==> src/hdl/bdv_pkg.sv <==
// ----------------------------------------------------------------------------
// bdv_pkg
// Constants, types and coefficient table for the battery discharge search.
// ----------------------------------------------------------------------------
package bdv_pkg;

    // Search grid and fixed-point format
    localparam int STEPS        = 1000;
    localparam int FRAC_BITS    = 24;
    localparam int FULL_MV      = 4000;
    localparam int PERMILLE_MAX = 1000;
    localparam int SCALE_MV     = 1000;   // volts to millivolts

    // Field widths
    localparam int MV_W    = 13;
    localparam int TOL_W   = 9;
    localparam int PM_W    = 10;
    localparam int K_W     = 10;
    localparam int TDATA_W = 16;

    // Datapath widths
    localparam int ACC_W = 32;                  // Horner accumulator, signed Q8.24
    localparam int X_W   = FRAC_BITS + 1;       // x in [0, 1], unsigned
    localparam int B_W   = X_W + 1;             // signed multiplier b operand
    localparam int P_W   = ACC_W + B_W;         // product
    localparam int RND_W = P_W - FRAC_BITS;     // rounded product
    localparam int BND_W = MV_W + 2;            // signed mV bounds
    localparam int REM_W = $clog2(2 * STEPS);   // running remainders

    // Incremental steps for x = round(k * 2^F / STEPS) and round(k * 1000 / STEPS)
    localparam int X_STEP_Q  = (1 << FRAC_BITS) / STEPS;
    localparam int X_STEP_R  = (1 << FRAC_BITS) % STEPS;
    localparam int PM_STEP_Q = PERMILLE_MAX / STEPS;
    localparam int PM_STEP_R = PERMILLE_MAX % STEPS;
    localparam int HALF_STEP = STEPS / 2;

    localparam logic [TOL_W-1:0] TOL_RESET   = TOL_W'(1);
    localparam logic [PM_W-1:0]  NO_MATCH_PM = PM_W'(PERMILLE_MAX);

    localparam longint unsigned COEF_SCALE = 64'd100000000;

    typedef enum logic [2:0] {
        ST_IDLE,
        ST_FULL,
        ST_MUL,
        ST_ADD,
        ST_SCALE,
        ST_CMP
    } t_state;

    typedef enum logic [1:0] {
        MUL_C4_X,
        MUL_ACC_X,
        MUL_ACC_MV
    } t_mul_sel;

    typedef struct packed {
        logic     mul_en;
        t_mul_sel mul_sel;
        logic     acc_en;
        logic [1:0] stage;
    } t_mac_ctrl;

    // round(e8 * 2^F / 1e8), half away from zero
    function automatic logic signed [ACC_W-1:0] coef_fixed(input longint e8);
        longint unsigned mag;
        longint unsigned q;
        mag = (e8 < 0) ? 64'(-e8) : 64'(e8);
        q   = ((mag << FRAC_BITS) + (COEF_SCALE >> 1)) / COEF_SCALE;
        return (e8 < 0) ? ACC_W'(-q) : ACC_W'(q);
    endfunction

    // Highest power first
    localparam logic signed [ACC_W-1:0] COEF [5] = '{
        coef_fixed(-64'sd508321149),
        coef_fixed( 64'sd816962756),
        coef_fixed(-64'sd353049671),
        coef_fixed(-64'sd32954030),
        coef_fixed( 64'sd408151442)
    };

endpackage

==> src/hdl/bdv_seq.sv <==
// ----------------------------------------------------------------------------
// bdv_seq
// Search sequencer: step counters, Horner stage control and result register.
// ----------------------------------------------------------------------------
module bdv_seq (
    input  logic                                 i_clk,
    input  logic                                 i_rst_n,
    input  logic                                 i_s_valid,
    output logic                                 o_s_ready,
    input  logic [bdv_pkg::MV_W-1:0]             i_voltage,
    input  logic [bdv_pkg::TOL_W-1:0]            i_tol,
    input  logic                                 i_match,
    output bdv_pkg::t_mac_ctrl                   o_ctrl,
    output logic [bdv_pkg::X_W-1:0]              o_x,
    output logic signed [bdv_pkg::BND_W-1:0]     o_lo,
    output logic signed [bdv_pkg::BND_W-1:0]     o_hi,
    output logic                                 o_m_valid,
    input  logic                                 i_m_ready,
    output logic [bdv_pkg::PM_W-1:0]             o_pm,
    output logic                                 o_matched
);

    bdv_pkg::t_state                    r_state, n_state;
    logic [1:0]                         r_stage, n_stage;
    logic [bdv_pkg::K_W-1:0]            r_k, n_k;
    logic [bdv_pkg::PM_W-1:0]           r_pm, n_pm;
    logic [bdv_pkg::REM_W-1:0]          r_pm_rem, n_pm_rem;
    logic [bdv_pkg::X_W-1:0]            r_xq, n_xq;
    logic [bdv_pkg::REM_W-1:0]          r_xrem, n_xrem;
    logic signed [bdv_pkg::BND_W-1:0]   r_lo, n_lo;
    logic signed [bdv_pkg::BND_W-1:0]   r_hi, n_hi;
    logic                               r_out_valid, n_out_valid;
    logic [bdv_pkg::PM_W-1:0]           r_out_pm, n_out_pm;
    logic                               r_out_matched, n_out_matched;

    logic                               w_out_free;
    logic                               w_done;
    logic [bdv_pkg::REM_W-1:0]          w_xr_sum;
    logic                               w_x_carry;
    logic [bdv_pkg::REM_W-1:0]          w_pr_sum;
    logic                               w_pm_carry;

    assign w_out_free = !r_out_valid || i_m_ready;
    assign w_done     = i_match || (r_k == bdv_pkg::K_W'(bdv_pkg::STEPS));

    // x and permille advance by quotient + remainder, no divider
    assign w_xr_sum   = r_xrem + bdv_pkg::REM_W'(bdv_pkg::X_STEP_R);
    assign w_x_carry  = w_xr_sum >= bdv_pkg::REM_W'(bdv_pkg::STEPS);
    assign w_pr_sum   = r_pm_rem + bdv_pkg::REM_W'(bdv_pkg::PM_STEP_R);
    assign w_pm_carry = w_pr_sum >= bdv_pkg::REM_W'(bdv_pkg::STEPS);

    always_comb begin
        n_state       = r_state;
        n_stage       = r_stage;
        n_k           = r_k;
        n_pm          = r_pm;
        n_pm_rem      = r_pm_rem;
        n_xq          = r_xq;
        n_xrem        = r_xrem;
        n_lo          = r_lo;
        n_hi          = r_hi;
        n_out_valid   = r_out_valid && !i_m_ready;
        n_out_pm      = r_out_pm;
        n_out_matched = r_out_matched;
        o_ctrl.mul_en  = 1'b0;
        o_ctrl.mul_sel = bdv_pkg::MUL_ACC_X;
        o_ctrl.acc_en  = 1'b0;
        o_ctrl.stage   = r_stage;

        unique case (r_state)
            bdv_pkg::ST_IDLE: begin
                if (i_s_valid) begin
                    n_stage  = 2'd0;
                    n_k      = '0;
                    n_pm     = '0;
                    n_pm_rem = bdv_pkg::REM_W'(bdv_pkg::HALF_STEP);
                    n_xq     = '0;
                    n_xrem   = bdv_pkg::REM_W'(bdv_pkg::HALF_STEP);
                    n_lo     = bdv_pkg::BND_W'(i_voltage) - bdv_pkg::BND_W'(i_tol);
                    n_hi     = bdv_pkg::BND_W'(i_voltage) + bdv_pkg::BND_W'(i_tol);
                    n_state  = (i_voltage > bdv_pkg::MV_W'(bdv_pkg::FULL_MV))
                             ? bdv_pkg::ST_FULL : bdv_pkg::ST_MUL;
                end
            end
            bdv_pkg::ST_FULL: begin
                if (w_out_free) begin
                    n_out_valid   = 1'b1;
                    n_out_pm      = '0;
                    n_out_matched = 1'b1;
                    n_state       = bdv_pkg::ST_IDLE;
                end
            end
            bdv_pkg::ST_MUL: begin
                o_ctrl.mul_en  = 1'b1;
                o_ctrl.mul_sel = (r_stage == 2'd0) ? bdv_pkg::MUL_C4_X : bdv_pkg::MUL_ACC_X;
                n_state        = bdv_pkg::ST_ADD;
            end
            bdv_pkg::ST_ADD: begin
                o_ctrl.acc_en = 1'b1;
                if (r_stage == 2'd3) begin
                    n_stage = 2'd0;
                    n_state = bdv_pkg::ST_SCALE;
                end else begin
                    n_stage = r_stage + 2'd1;
                    n_state = bdv_pkg::ST_MUL;
                end
            end
            bdv_pkg::ST_SCALE: begin
                o_ctrl.mul_en  = 1'b1;
                o_ctrl.mul_sel = bdv_pkg::MUL_ACC_MV;
                n_xq   = r_xq + bdv_pkg::X_W'(bdv_pkg::X_STEP_Q) + bdv_pkg::X_W'(w_x_carry);
                n_xrem = w_x_carry ? w_xr_sum - bdv_pkg::REM_W'(bdv_pkg::STEPS) : w_xr_sum;
                n_state = bdv_pkg::ST_CMP;
            end
            bdv_pkg::ST_CMP: begin
                if (w_done) begin
                    if (w_out_free) begin
                        n_out_valid   = 1'b1;
                        n_out_pm      = i_match ? r_pm : bdv_pkg::NO_MATCH_PM;
                        n_out_matched = i_match;
                        n_state       = bdv_pkg::ST_IDLE;
                    end
                end else begin
                    // first multiply of the next step overlaps the compare
                    o_ctrl.mul_en  = 1'b1;
                    o_ctrl.mul_sel = bdv_pkg::MUL_C4_X;
                    n_k      = r_k + bdv_pkg::K_W'(1);
                    n_pm     = r_pm + bdv_pkg::PM_W'(bdv_pkg::PM_STEP_Q)
                             + bdv_pkg::PM_W'(w_pm_carry);
                    n_pm_rem = w_pm_carry ? w_pr_sum - bdv_pkg::REM_W'(bdv_pkg::STEPS)
                                          : w_pr_sum;
                    n_state  = bdv_pkg::ST_ADD;
                end
            end
            default: begin
                n_state = bdv_pkg::ST_IDLE;
            end
        endcase
    end

    always_ff @(posedge i_clk) begin
        if (!i_rst_n) begin
            r_state     <= bdv_pkg::ST_IDLE;
            r_out_valid <= 1'b0;
        end else begin
            r_state     <= n_state;
            r_out_valid <= n_out_valid;
        end
    end

    always_ff @(posedge i_clk) begin
        r_stage       <= n_stage;
        r_k           <= n_k;
        r_pm          <= n_pm;
        r_pm_rem      <= n_pm_rem;
        r_xq          <= n_xq;
        r_xrem        <= n_xrem;
        r_lo          <= n_lo;
        r_hi          <= n_hi;
        r_out_pm      <= n_out_pm;
        r_out_matched <= n_out_matched;
    end

    assign o_s_ready = (r_state == bdv_pkg::ST_IDLE);
    assign o_x       = r_xq;
    assign o_lo      = r_lo;
    assign o_hi      = r_hi;
    assign o_m_valid = r_out_valid;
    assign o_pm      = r_out_pm;
    assign o_matched = r_out_matched;

endmodule

==> config.mk <==
export PLATFORM = sky130hd
export DESIGN_NAME = bdv_seq
export DESIGN_NICKNAME = d
export VERILOG_FILES = /design/src/hdl/bdv_pkg.sv /design/src/hdl/bdv_seq.sv
export SDC_FILE = /design/constraint.sdc
export NUM_CORES = 1
export LEC_CHECK = 0
export BUFFER_PORTS_ARGS = -buffer_cell sky130_fd_sc_hd__buf_4
export CORE_ASPECT_RATIO = 1.1
export CORE_MARGIN = 5
export CORE_UTILIZATION = 50
export CTS_CLUSTER_SIZE = 40
export DETAILED_ROUTE_END_ITERATION = 6
export PLACE_DENSITY = 0.74
export SLEW_MARGIN = 20
export SYNTH_ARGS = -nofsm -noshare
export SYNTH_HDL_FRONTEND = slang
export SYNTH_SLANG_ARGS = --single-unit
==> constraint.sdc <==
create_clock -name i_clk -period 8.8 [get_ports i_clk]
set_input_delay 0.88 -clock i_clk [delete_from_list [all_inputs] [get_ports i_clk]]
set_output_delay 0.88 -clock i_clk [all_outputs]
set_load 0.01 [all_outputs]
==> metrics.md, run 1 <==
| Metric | Value |
|---|---|
| Number of global-route vias before repair | `4,386` |
| Detailed Route Iter0 Violations | `320` |
| Synth Register Bits | `105` |
| Global Route Usage Sum | `17.53%` |
| Setup violators final | `0` |
| Detail Placement HPWL | `9055 um` |
| Ranking of synthesized cells by area | `edfxtp_1 51%, ha_1 6.1%, nor2_1 4.2%` |
| Overflow after GRT | `0` |
| Post-route ant nets | `0` |
| Proportion of synthesized chip area in sequential cells | `52.38%` |
| RD Place Congestion | `0.8511` |
| Share of the synthesized area in the top cell type | `51.03%` |
| Post-Synth XOR/XNOR Area | `7.958%` |
| N_diodes | `0` |
| Antenna violations before repair | `0` |
| Dominant synthesized flop cell | `edfxtp_1` |
| Critical setup path kind | `reg -> reg` |
| Tot Pwr | `1315 uW` |
| WP data required | `8.89 ns` |
| Worst EP arrival | `4.38 ns` |
| Synth warn | `0` |
| Startpoint Class | `flop` |
| Max-cap check violation count | `0` |
| P_leak | `0.002887 uW` |
| Setup ws final | `4.509 ns` |
| Post-Synthesis Cells | `572` |
| Final max-slew violation count | `0` |
| Net Count, Synth | `630` |
| Final hold slack | `0.5996 ns` |
| Mean Syn Cell Area | `10.39 um^2` |
| Final Util | `61.88%` |
| Routed wire per std cell | `14.94 um` |
| Status | `completed` |
| WL final | `12,280 um` |
| DRC | `0` |
| Number of flops mapped to enable cells by yosys | `101` |
| Crit end category | `flop` |
| RSZ-0062 raised after global routing | `false` |
| Initial Utilization | `51.49%` |
| Register-to-Register Path Depth | `16` |
| Slew of the pin with the lowest slew margin | `0.9496 ns` |
| CTS H-Tree Depth | `3` |
| Cell Area, Synth | `5943 um^2` |
| Via density | `5.337` |
| WHS Path Cells | `1` |
| Yosys top cell by area | `edfxtp_1` |
| Worst-case clock buffer depth | `2` |
| Setup TNS | `0 ns` |
| Io pins | `101` |
| Core area | `11,540 um^2` |
| Hold buffers post-CTS | `0` |
| CTS root buf | `clkbuf_16` |
| Most used cells in the layout excluding fill and tap cells | `101 x buf_4, 101 x edfxtp_1, 67 x nor2_1` |
| Area growth syn-to-layout | `20.17%` |
| Drt pass-1 iters | `4` |
| Full die area | `14,170 um^2` |
| Synth unique cells | `55` |
| Simple-gate share of the synthesized area | `16.76%` |
| Post-layout nets | `725` |
| Clk sink count | `105` |
| Final count of hold timing violations | `0` |
| Global-route wire length before repair | `20,500 um` |
| Final worst-path cycle share | `48.77%` |
| TritonCTS buffer count | `9` |
| Post-synth ARST share | `0%` |
| Setup Buffers After CTS | `0` |
| Post-synthesis compound-gate area fraction | `11.39%` |
| FMAX | `233.0 MHz` |
| Worst min-delay path class | `reg -> reg` |
| Post-synthesis mux area share | `0.1895%` |
| Die Width | `114.0 um` |
| Die height | `124.3 um` |
| Share of cells above drive strength 1 | `19.05%` |
| Clk_lat worst skew | `0.34 ns` |
| Worst-path fanout max | `10` |
| Post-layout min period | `4.291 ns` |
| Clock-pin slew on the worst setup and hold paths | `0.07 ns` |
| Adder-cell share of the synthesized area | `6.779%` |
| Clock skew | `0.008340 ns` |
| Worst VDD drop | `85.30 uV` |
| IO Port Bufs | `99` |
| Cts repair resizes | `0` |
| Power Density | `184.1 nW/um^2` |
| Slew Limit Headroom | `36.30%` |
| Largest family of logic cells by synthesized area | `simple AND/OR/NAND/NOR gates` |
| Vias after detailed routing | `4,387` |
| CTS tree | `built` |
| Pin count of the biggest net entering global routing | `34` |
| Placement Setup Slack | `4.545 ns` |
| FP Rows | `41` |
[report_power, final]
part	internal (uW)	leakage [uW]	total [uW]	switching, uW
registers	608	0.000991	642	33.3
logic	103	0.00174	234	131
clock network	252	0.000158	439	186
[state kept, by name, indices dropped and copies added, names as in the netlist]
name	cells
o_x	25
o_lo	14
o_hi	13
r_k	10
o_m_valid	1
r_state	3
r_xrem	8
r_pm_rem	8
o_pm	10
r_pm	10
o_matched	1
r_stage	2
[final timing paths]
kind | end | slack [ns] | start
max reg2reg | o_x[16] | 4.51 | r_xrem[3]
max | o_x[16] | 4.51 | r_xrem[3]
min | o_pm[0] | 0.60 | r_pm[0]
min reg2reg | o_pm[0] | 0.60 | r_pm[0]
[layer usage]
| layer | part of all wire [%] | global-route usage, % | up-vias | routed length, um |
|---|---|---|---|---|
| li1 | - | - | 2192 | - |
| met1 | 43 | 21.89 | 2069 | 5234 |
| met2 | 49 | 29.12 | 115 | 6044 |
| met3 | 7.0 | 5.005 | 11 | 865 |
| met4 | 1.1 | 5.660 | 0 | 134 |
| met5 | 0 | 0 | - | 0 |
[Yosys cell counts (3+ instances only)]
| cell | count |
|---|---|
| edfxtp_1 | 101 |
| nor2_1 | 67 |
| inv_1 | 49 |
| nand2_1 | 42 |
| a21oi_1 | 36 |
| o21ai_0 | 31 |
| ha_1 | 29 |
| xnor2_1 | 28 |
| xor2_1 | 26 |
| and3_1 | 16 |
| nand3_1 | 14 |
| or3_1 | 13 |
| clkbuf_1 | 11 |
| nor2b_1 | 10 |
| nor3_1 | 10 |
| a31oi_1 | 7 |
| nand2b_1 | 7 |
| o21a_1 | 7 |
| nand4_1 | 5 |
| buf_4 | 4 |
| dfxtp_1 | 4 |
| o211ai_1 | 4 |
| o21bai_1 | 4 |
| o31ai_1 | 4 |
| or2_2 | 4 |
| a21boi_0 | 3 |
| and2_1 | 3 |
[logic make-up (layout without fill, tap and decap cells)]
group	after synthesis	after routing
adders and majority gates	31	31
xor gates and xnor gates	54	54
DFF	105	105
muxes	1	1
buffers and inverters	67	167
and+or+nand+nor	204	204
other	1	1
AOI/OAI and AO/OA	109	109
[area by class of cell]
| type | count | area [um^2] |
|---|---|---|
| Tap cell | 150 | 187.7 |
| Fill cell | 928 | 4400 |
| Inverter | 50 | 187.7 |
| Timing Repair Buffer | 101 | 758.2 |
| Sequential cell | 105 | 3113 |
| Clock buffer | 9 | 225.2 |
| Multi-Input combinational cell | 400 | 2564 |
| Clock inverter | 7 | 106.4 |
[worst max-delay path: stages, from the launching register on]
cell and delay, ns:
edfxtp_1 0.51, inv_1 0.14, ha_1 0.22, and2b_2 0.24
o31ai_1 0.24, xor2_1 0.38, o41ai_4 0.18, inv_2 0.16
ha_1 0.17, inv_1 0.04, ha_1 0.20, a21oi_1 0.36
o21ai_0 0.27, a31oi_1 0.58, nor2b_1 0.13, xnor2_1 0.16
nor2_1 0.05
[metrics by stage]
| stage | cells | instance area [um^2] |
|---|---|---|
| floorplan | 572 | 5943 |
| global placement | 806 | 6810 |
| detailed placement | 806 | 6810 |
| CTS | 822 | 7142 |
| global route | 822 | 7142 |
| finish | 822 | 7142 |
Power figures use the tool's default switching activity.
==> run 2, diff against run 1 <==
Settings changed: ABC_AREA set to 1, PLACE_DENSITY 0.74 to 0.77.
Clock period 8.8 ns to 3.7 ns, I/O delays scaled along.
==> run 2 against run 1 <==
Effect of this change:
- routed wire length increased by 13%
- power increased by 130%
- core utilization decreased by 1.3 points
- clock skew decreased by 0.0015 ns
- sequential power increased by 130%
- die area increased by 7.2%
- final area increased by 6.7%
- via count increased by 19%
==> metrics.md, run 2 <==
| Metric | Value |
|---|---|
| Final max-slew violation count | `0` |
| Full die area | `15,180 um^2` |
| Area growth syn-to-layout | `18.92%` |
| Detail Placement HPWL | `10,450 um` |
| CP Buf/Inv Count | `4` |
| WL final | `13,860 um` |
| Worst-path fanout max | `8` |
| Synth Register Bits | `105` |
| Startpoint Class | `flop` |
| Global-route wire length before repair | `23,530 um` |
| Setup Buffers After CTS | `0` |
| CTS tree | `built` |
| Routed wire per std cell | `13.81 um` |
| Fillcell total | `1,116` |
| Commonest non-fill, non-tap cell in the layout | `nand2_1` |
| Number of flops mapped to enable cells by yosys | `101` |
| Most used cells in the layout excluding fill and tap cells | `127 x nand2_1, 121 x inv_1, 103 x buf_4` |
| CTS H-Tree Depth | `3` |
| Worst min-delay path class | `in -> reg` |
| Final worst-path cycle share | `89.69%` |
| Slew of the pin with the lowest slew margin | `1.032 ns` |
| Critical setup path kind | `reg -> reg` |
| Ranking of synthesized cells by area | `edfxtp_1 47%, nand2_1 7.4%, inv_1 7.1%` |
| CP top delay family | `simple AND/OR/NAND/NOR gates` |
| Worst EP arrival | `3.43 ns` |
| Commonest cells post-synth | `127 x nand2_1, 121 x inv_1, 101 x edfxtp_1, 82 x nor2_1, 64 x a21oi_1` |
| Final count of hold timing violations | `0` |
| Clk_lat worst skew | `0.35 ns` |
| P_leak | `0.003328 uW` |
| Pin count of the biggest net entering global routing | `34` |
| Cell area after layout | `7621 um^2` |
| Synth warn | `0` |
| CTS root buf | `clkbuf_16` |
| Synth unique cells | `45` |
| RSZ-0062 raised after global routing | `false` |
| Setup TNS | `0 ns` |
| Mean Syn Cell Area | `8.660 um^2` |
| Setup violators final | `0` |
| Initial Utilization | `50.90%` |
| Die Width | `117.9 um` |
| Max-cap check violation count | `0` |
| Cell Area, Synth | `6409 um^2` |
| Yosys top cell by area | `edfxtp_1` |
| Vias after detailed routing | `5,227` |
| Crit end category | `flop` |
| Via density | `5.206` |
| Largest register FFs | `25` |
| Core area | `12,590 um^2` |
| Post-layout nets | `900` |
| Slew Limit Headroom | `30.98%` |
| Placed Area | `7315 um^2` |
| Clock skew | `0.006873 ns` |
| Status | `completed` |
| Post-Synthesis Cells | `740` |
| Post-synth ARST share | `0%` |
| Die height | `128.7 um` |
| Proportion of synthesized chip area in sequential cells | `48.57%` |
| Worst-case clock buffer depth | `2` |
| CP max-delay cell | `edfxtp_1` |
| FP Rows | `43` |
| Io pins | `101` |
| Number of global-route vias before repair | `5,091` |
| Clk sink count | `105` |
| Drt pass-1 iters | `5` |
| Crit-path cells | `inv_2 -> ha_1 -> inv_1 -> nand2_1 -> nand2_1 -> nand2_1 -> nand3_1 -> nor2_4 -> nand3_4 -> nand2_4 -> inv_1 -> ha_1 -> inv_1 -> ha_1 -> a21oi_2 -> nor2_2 -> nand2_1 -> nand2_1 -> nor2_2 -> nor2_1 -> nand2_1 -> nor2_1 -> nor2_1` |
| N_diodes | `0` |
| Clock-pin slew on the worst setup and hold paths | `0.07 ns` |
| Share of cells above drive strength 1 | `17.36%` |
| Dominant synthesized flop cell | `edfxtp_1` |
| Critical Path Max Stage Delay | `0.48 ns` |
| Share of the synthesized area in the top cell type | `47.33%` |
| Post-layout min period | `3.319 ns` |
| Global Route Usage Sum | `18.76%` |
| Detailed Route Iter0 Violations | `358` |
| Worst VDD drop | `190.3 uV` |
| TritonCTS buffer count | `9` |
| Power Density | `400.1 nW/um^2` |
| WP data required | `3.81 ns` |
| Overflow after GRT | `0` |
| Count leader, synth | `nand2_1` |
| Cts repair resizes | `0` |
| Antenna violations before repair | `0` |
| Cell mode on critical path | `nand2_1` |
| FMAX | `301.3 MHz` |
| RD Place Congestion | `0.9002` |
| DRC | `0` |
| Net Count, Synth | `798` |
| Post-route ant nets | `0` |
| Hold buffers post-CTS | `0` |
| IO Port Bufs | `99` |
## run 2: changes by cell type after synthesis, sizes merged, moves of 7 or more
| cell | before | now |
|---|---|---|
| nor3 | 10 | 25 |
| nor2 | 67 | 87 |
| or3 | 13 | 0 |
| nand2b | 7 | 0 |
| and3 | 17 | 2 |
| nor2b | 10 | 0 |
| nand3 | 14 | 52 |
| nand2 | 42 | 135 |
| xnor2 | 28 | 4 |
| clkbuf | 11 | 3 |
| a21oi | 36 | 67 |
| inv | 50 | 126 |
## run 2: cells by family after synthesis
| group | Yosys count | synth area share, % |
|---|---|---|
| simple gates | 323 | 22.65 |
| buf+inv | 138 | 8.376 |
| compound gates | 113 | 9.977 |
| flops | 105 | 48.57 |
| fa+ha+maj | 31 | 6.287 |
| xor+xnor | 29 | 4.081 |
| other cells | 1 | 0.05851 |
## run 2: where the power goes
group,switching [uW],internal [uW],leakage (uW)
Sequential,69.1,1430,0.000982
Combinational,328,217,0.00220
Clock,412,592,0.000151
## run 2: worst reg2reg max path: cells and delay by family (launching register included)
family          cells  cell delay (ns)
simple gates       15             1.60
flops               1             0.48
fa+ha+maj           3             0.60
compound gates      1             0.09
buf+inv             4             0.30
## run 2: per-layer routing
metal	track usage [%]	share of wire, %	routed length, um	up-vias
met5	0	0	0	-
met4	6.410	1.6	225	0
met3	5.011	7.3	1012	19
met2	30.83	48	6626	152
met1	24.24	43	5999	2400
li1	-	-	-	2656
## run 2: cell type report
class	instances	area [um^2]	area share, %
Clock buffer	12	236.5	3.103
Clock inverter	4	70.07	0.9194
Inverter	126	473.0	6.206
Multi-Input combinational cell	497	2759	36.20
Sequential cell	105	3113	40.85
Tap cell	157	196.4	2.578
Timing Repair Buffer	103	773.2	10.15
## run 2: path summary, 6_finish.rpt
path	start	to	slack, ns	depth (start not counted)
worst max-delay path	r_xrem[3]	o_x[12]	0.38	23
worst min-delay path	i_rst_n	o_m_valid	0.34	2
worst max register to register	r_xrem[3]	o_x[12]	0.38	23
worst min register to register	r_pm[0]	o_pm[0]	0.58	2
## run 2: per-stage QoR
| stage | setup slack, ns | hold slack, ns | cells | utilization [%] | total power [uW] |
|---|---|---|---|---|---|
| after floorplan | 0.7439 | 0.5238 | 740 | - | 1832 |
| after global placement | 0.5469 | 0.5599 | 988 | 58.10 | 2064 |
| after detailed placement | 0.4312 | 0.5710 | 988 | 58.10 | 2070 |
| after CTS | 0.3965 | 0.3382 | 1004 | 60.53 | 3072 |
| after global routing | 0.005549 | 0.3390 | 1004 | 60.53 | 3194 |
| final | 0.3815 | 0.3416 | 1004 | 60.53 | 3049 |
==> run 3, diff against run 2 <==
Settings changed: ABC_AREA 1 to unset, GPL_TIMING_DRIVEN set to 0, PLACE_DENSITY 0.77 to 0.72.
==> run 3 against run 2 <==
Effect of this change:
- flip-flop and latch count is the same
- via count fell by 13%
- clock-buffer cell count fell by 3
- hold slack lost 0.10 ns
==> metrics.md, run 3 (synthesized netlist as in run 1, its figures left out) <==
| Metric | Value |
|---|---|
| Crit-path cells | `buf_4 -> inv_1 -> ha_1 -> and2b_2 -> o31ai_1 -> xor2_1 -> o41ai_4 -> inv_2 -> ha_1 -> and3b_1 -> o21bai_2 -> a211oi_4 -> o2111ai_1 -> xor2_1 -> nor2_1` |
| Share of cells above drive strength 1 | `20.69%` |
| Met3 routed WL | `929 um` |
| CTS root buf | `clkbuf_16` |
| RD Place Congestion | `0.8738` |
| Pin count of the biggest net entering global routing | `34` |
| CTS tree | `built` |
| Startpoint Class | `flop` |
| Vias after detailed routing | `4,563` |
| Overflow after GRT | `0` |
| Detail Placement HPWL | `9408 um` |
| Worst r2r dst | `o_x[23]` |
| Via density | `5.394` |
| Routed wl met2 | `6250 um` |
| Area growth syn-to-layout | `22.84%` |
| Worst VDD drop | `227.7 uV` |
| CP Launch Point | `r_xrem[3]` |
| Worst min-delay path class | `in -> reg` |
| Clock-pin slew on the worst setup and hold paths | `0.07 ns` |
| Setup violators final | `0` |
| Register-to-Register Path Depth | `15` |
| Placed Area | `6869 um^2` |
| Global-route wire length before repair | `20,970 um` |
| Worst EP arrival | `3.61 ns` |
| P_leak | `0.002938 uW` |
| Post-route ant nets | `0` |
| IO Port Bufs | `98` |
| Antenna violations before repair | `0` |
| Initial Utilization | `51.49%` |
| Max-cap check violation count | `0` |
| M1 WL | `5581 um` |
| Slew Limit Headroom | `31.54%` |
| Slew of the pin with the lowest slew margin | `1.026 ns` |
| Routed wire per std cell | `15.33 um` |
| Final count of hold timing violations | `0` |
| FMAX | `283.6 MHz` |
| Post-layout min period | `3.526 ns` |
| DRC | `0` |
| CP max-delay cell | `edfxtp_1` |
| FP Rows | `41` |
| Final hold slack | `0.2375 ns` |
| Most used cells in the layout excluding fill and tap cells | `111 x buf_4, 101 x edfxtp_1, 67 x nor2_1` |
| Drt pass-1 iters | `4` |
| N_diodes | `0` |
| R2R Path Start | `r_xrem[3]` |
| Commonest non-fill, non-tap cell in the layout | `buf_4` |
| Clk sink count | `105` |
| Final worst-path cycle share | `95.30%` |
| Full die area | `14,170 um^2` |
| Hold buffers post-CTS | `0` |
| Number of global-route vias before repair | `4,504` |
| WHS Endpoint | `o_m_valid` |
| Io pins | `101` |
| Worst-path fanout max | `9` |
| WHS Path Cells | `2` |
| Die height | `124.3 um` |
| Detailed Route Iter0 Violations | `254` |
| WP data required | `3.78 ns` |
| Die Width | `114.0 um` |
| Largest register FFs | `25` |
| TritonCTS buffer count | `9` |
| Critical setup path kind | `reg -> reg` |
| Final max-slew violation count | `0` |
| Worst-case clock buffer depth | `2` |
| Core area | `11,540 um^2` |
| CTS H-Tree Depth | `3` |
| WL final | `12,970 um` |
| Post-layout nets | `749` |
| Global Route Usage Sum | `18.09%` |
| Critical Path Max Stage Delay | `0.38 ns` |
| Power Density | `421.0 nW/um^2` |
| Crit end category | `flop` |
| R2R Setup Slk | `0.17 ns` |
| Cell area after layout | `7301 um^2` |
| Hold_sp | `i_rst_n` |
| Clk_lat worst skew | `0.35 ns` |
| Highest metal used | `met4` |
| Clock skew | `0.007870 ns` |
| Tot Pwr | `3074 uW` |
| Status | `completed` |
-- run 3: final cells by class --
| type | count | area, um^2 |
|---|---|---|
| fillers | 978 | 4242 |
| repair buffers | 107 | 803.3 |
| plain buffers | 17 | 78.83 |
| clock buffers | 9 | 225.2 |
| inverters | 50 | 187.7 |
| clock inverters | 7 | 70.07 |
| multi-input cells | 401 | 2635 |
| well taps | 150 | 187.7 |
| flip-flops and latches | 105 | 3113 |
-- run 3: repair_timing --
| action | 4_1_cts | 5_1_grt |
|---|---|---|
| resized for setup | 5 | 5 |
| setup buffers | 1 | 8 |
| setup endpoints to repair | 15 | 14 |
| endpoints found under the hold margin | 0 | 0 |
| cloned | 0 | 1 |
| pin swaps | 1 | 5 |
-- run 3: power breakdown --
part	internal [uW]	leakage [uW]	switching (uW)
registers	1450	0.000991	74.3
clock network	524	0.000137	423
logic	269	0.00181	336
total	2240	0.00294	833
-- run 3: worst max-delay path: cells and delay by family (launching register included) --
kind | cells | cell delay, ns
and+or+nand+nor | 3 | 0.59
adders and majority gates | 2 | 0.42
AOI/OAI and AO/OA | 5 | 1.15
buffers and inverters | 3 | 0.38
DFF | 1 | 0.38
xor gates and xnor gates | 2 | 0.36
-- run 3: routing by layer --
metal  up-vias  global-route usage (%)
li1       2254                       -
met1      2163                   22.30
met2       128                   29.39
met3        18                   5.442
met4         0                   7.407
met5         -                       0
-- run 3: per-stage QoR --
stage          worst slack [ns]  setup TNS (ns)  util, %  cells
3_5_place_dp            -0.5797          -4.841    59.51    820
4_1_cts                -0.04120        -0.04120    62.37    837
2_1_floorplan           0.03409               0        -    572
3_3_place_gp            -0.4874          -3.930    59.49    820
6_report                 0.1740               0    63.25    846
5_1_grt                -0.04759         -0.1817    63.25    846
-- run 3: worst max path at each step --
stage               cells after the start      end  slack, ns
floorplan                              17  o_x[16]       0.03
global placement                       17  o_x[16]      -0.49
detailed placement                     17  o_x[16]      -0.58
CTS                                    17  o_x[16]      -0.04
global route                           15  o_x[23]      -0.05
finish                                 15  o_x[23]       0.17
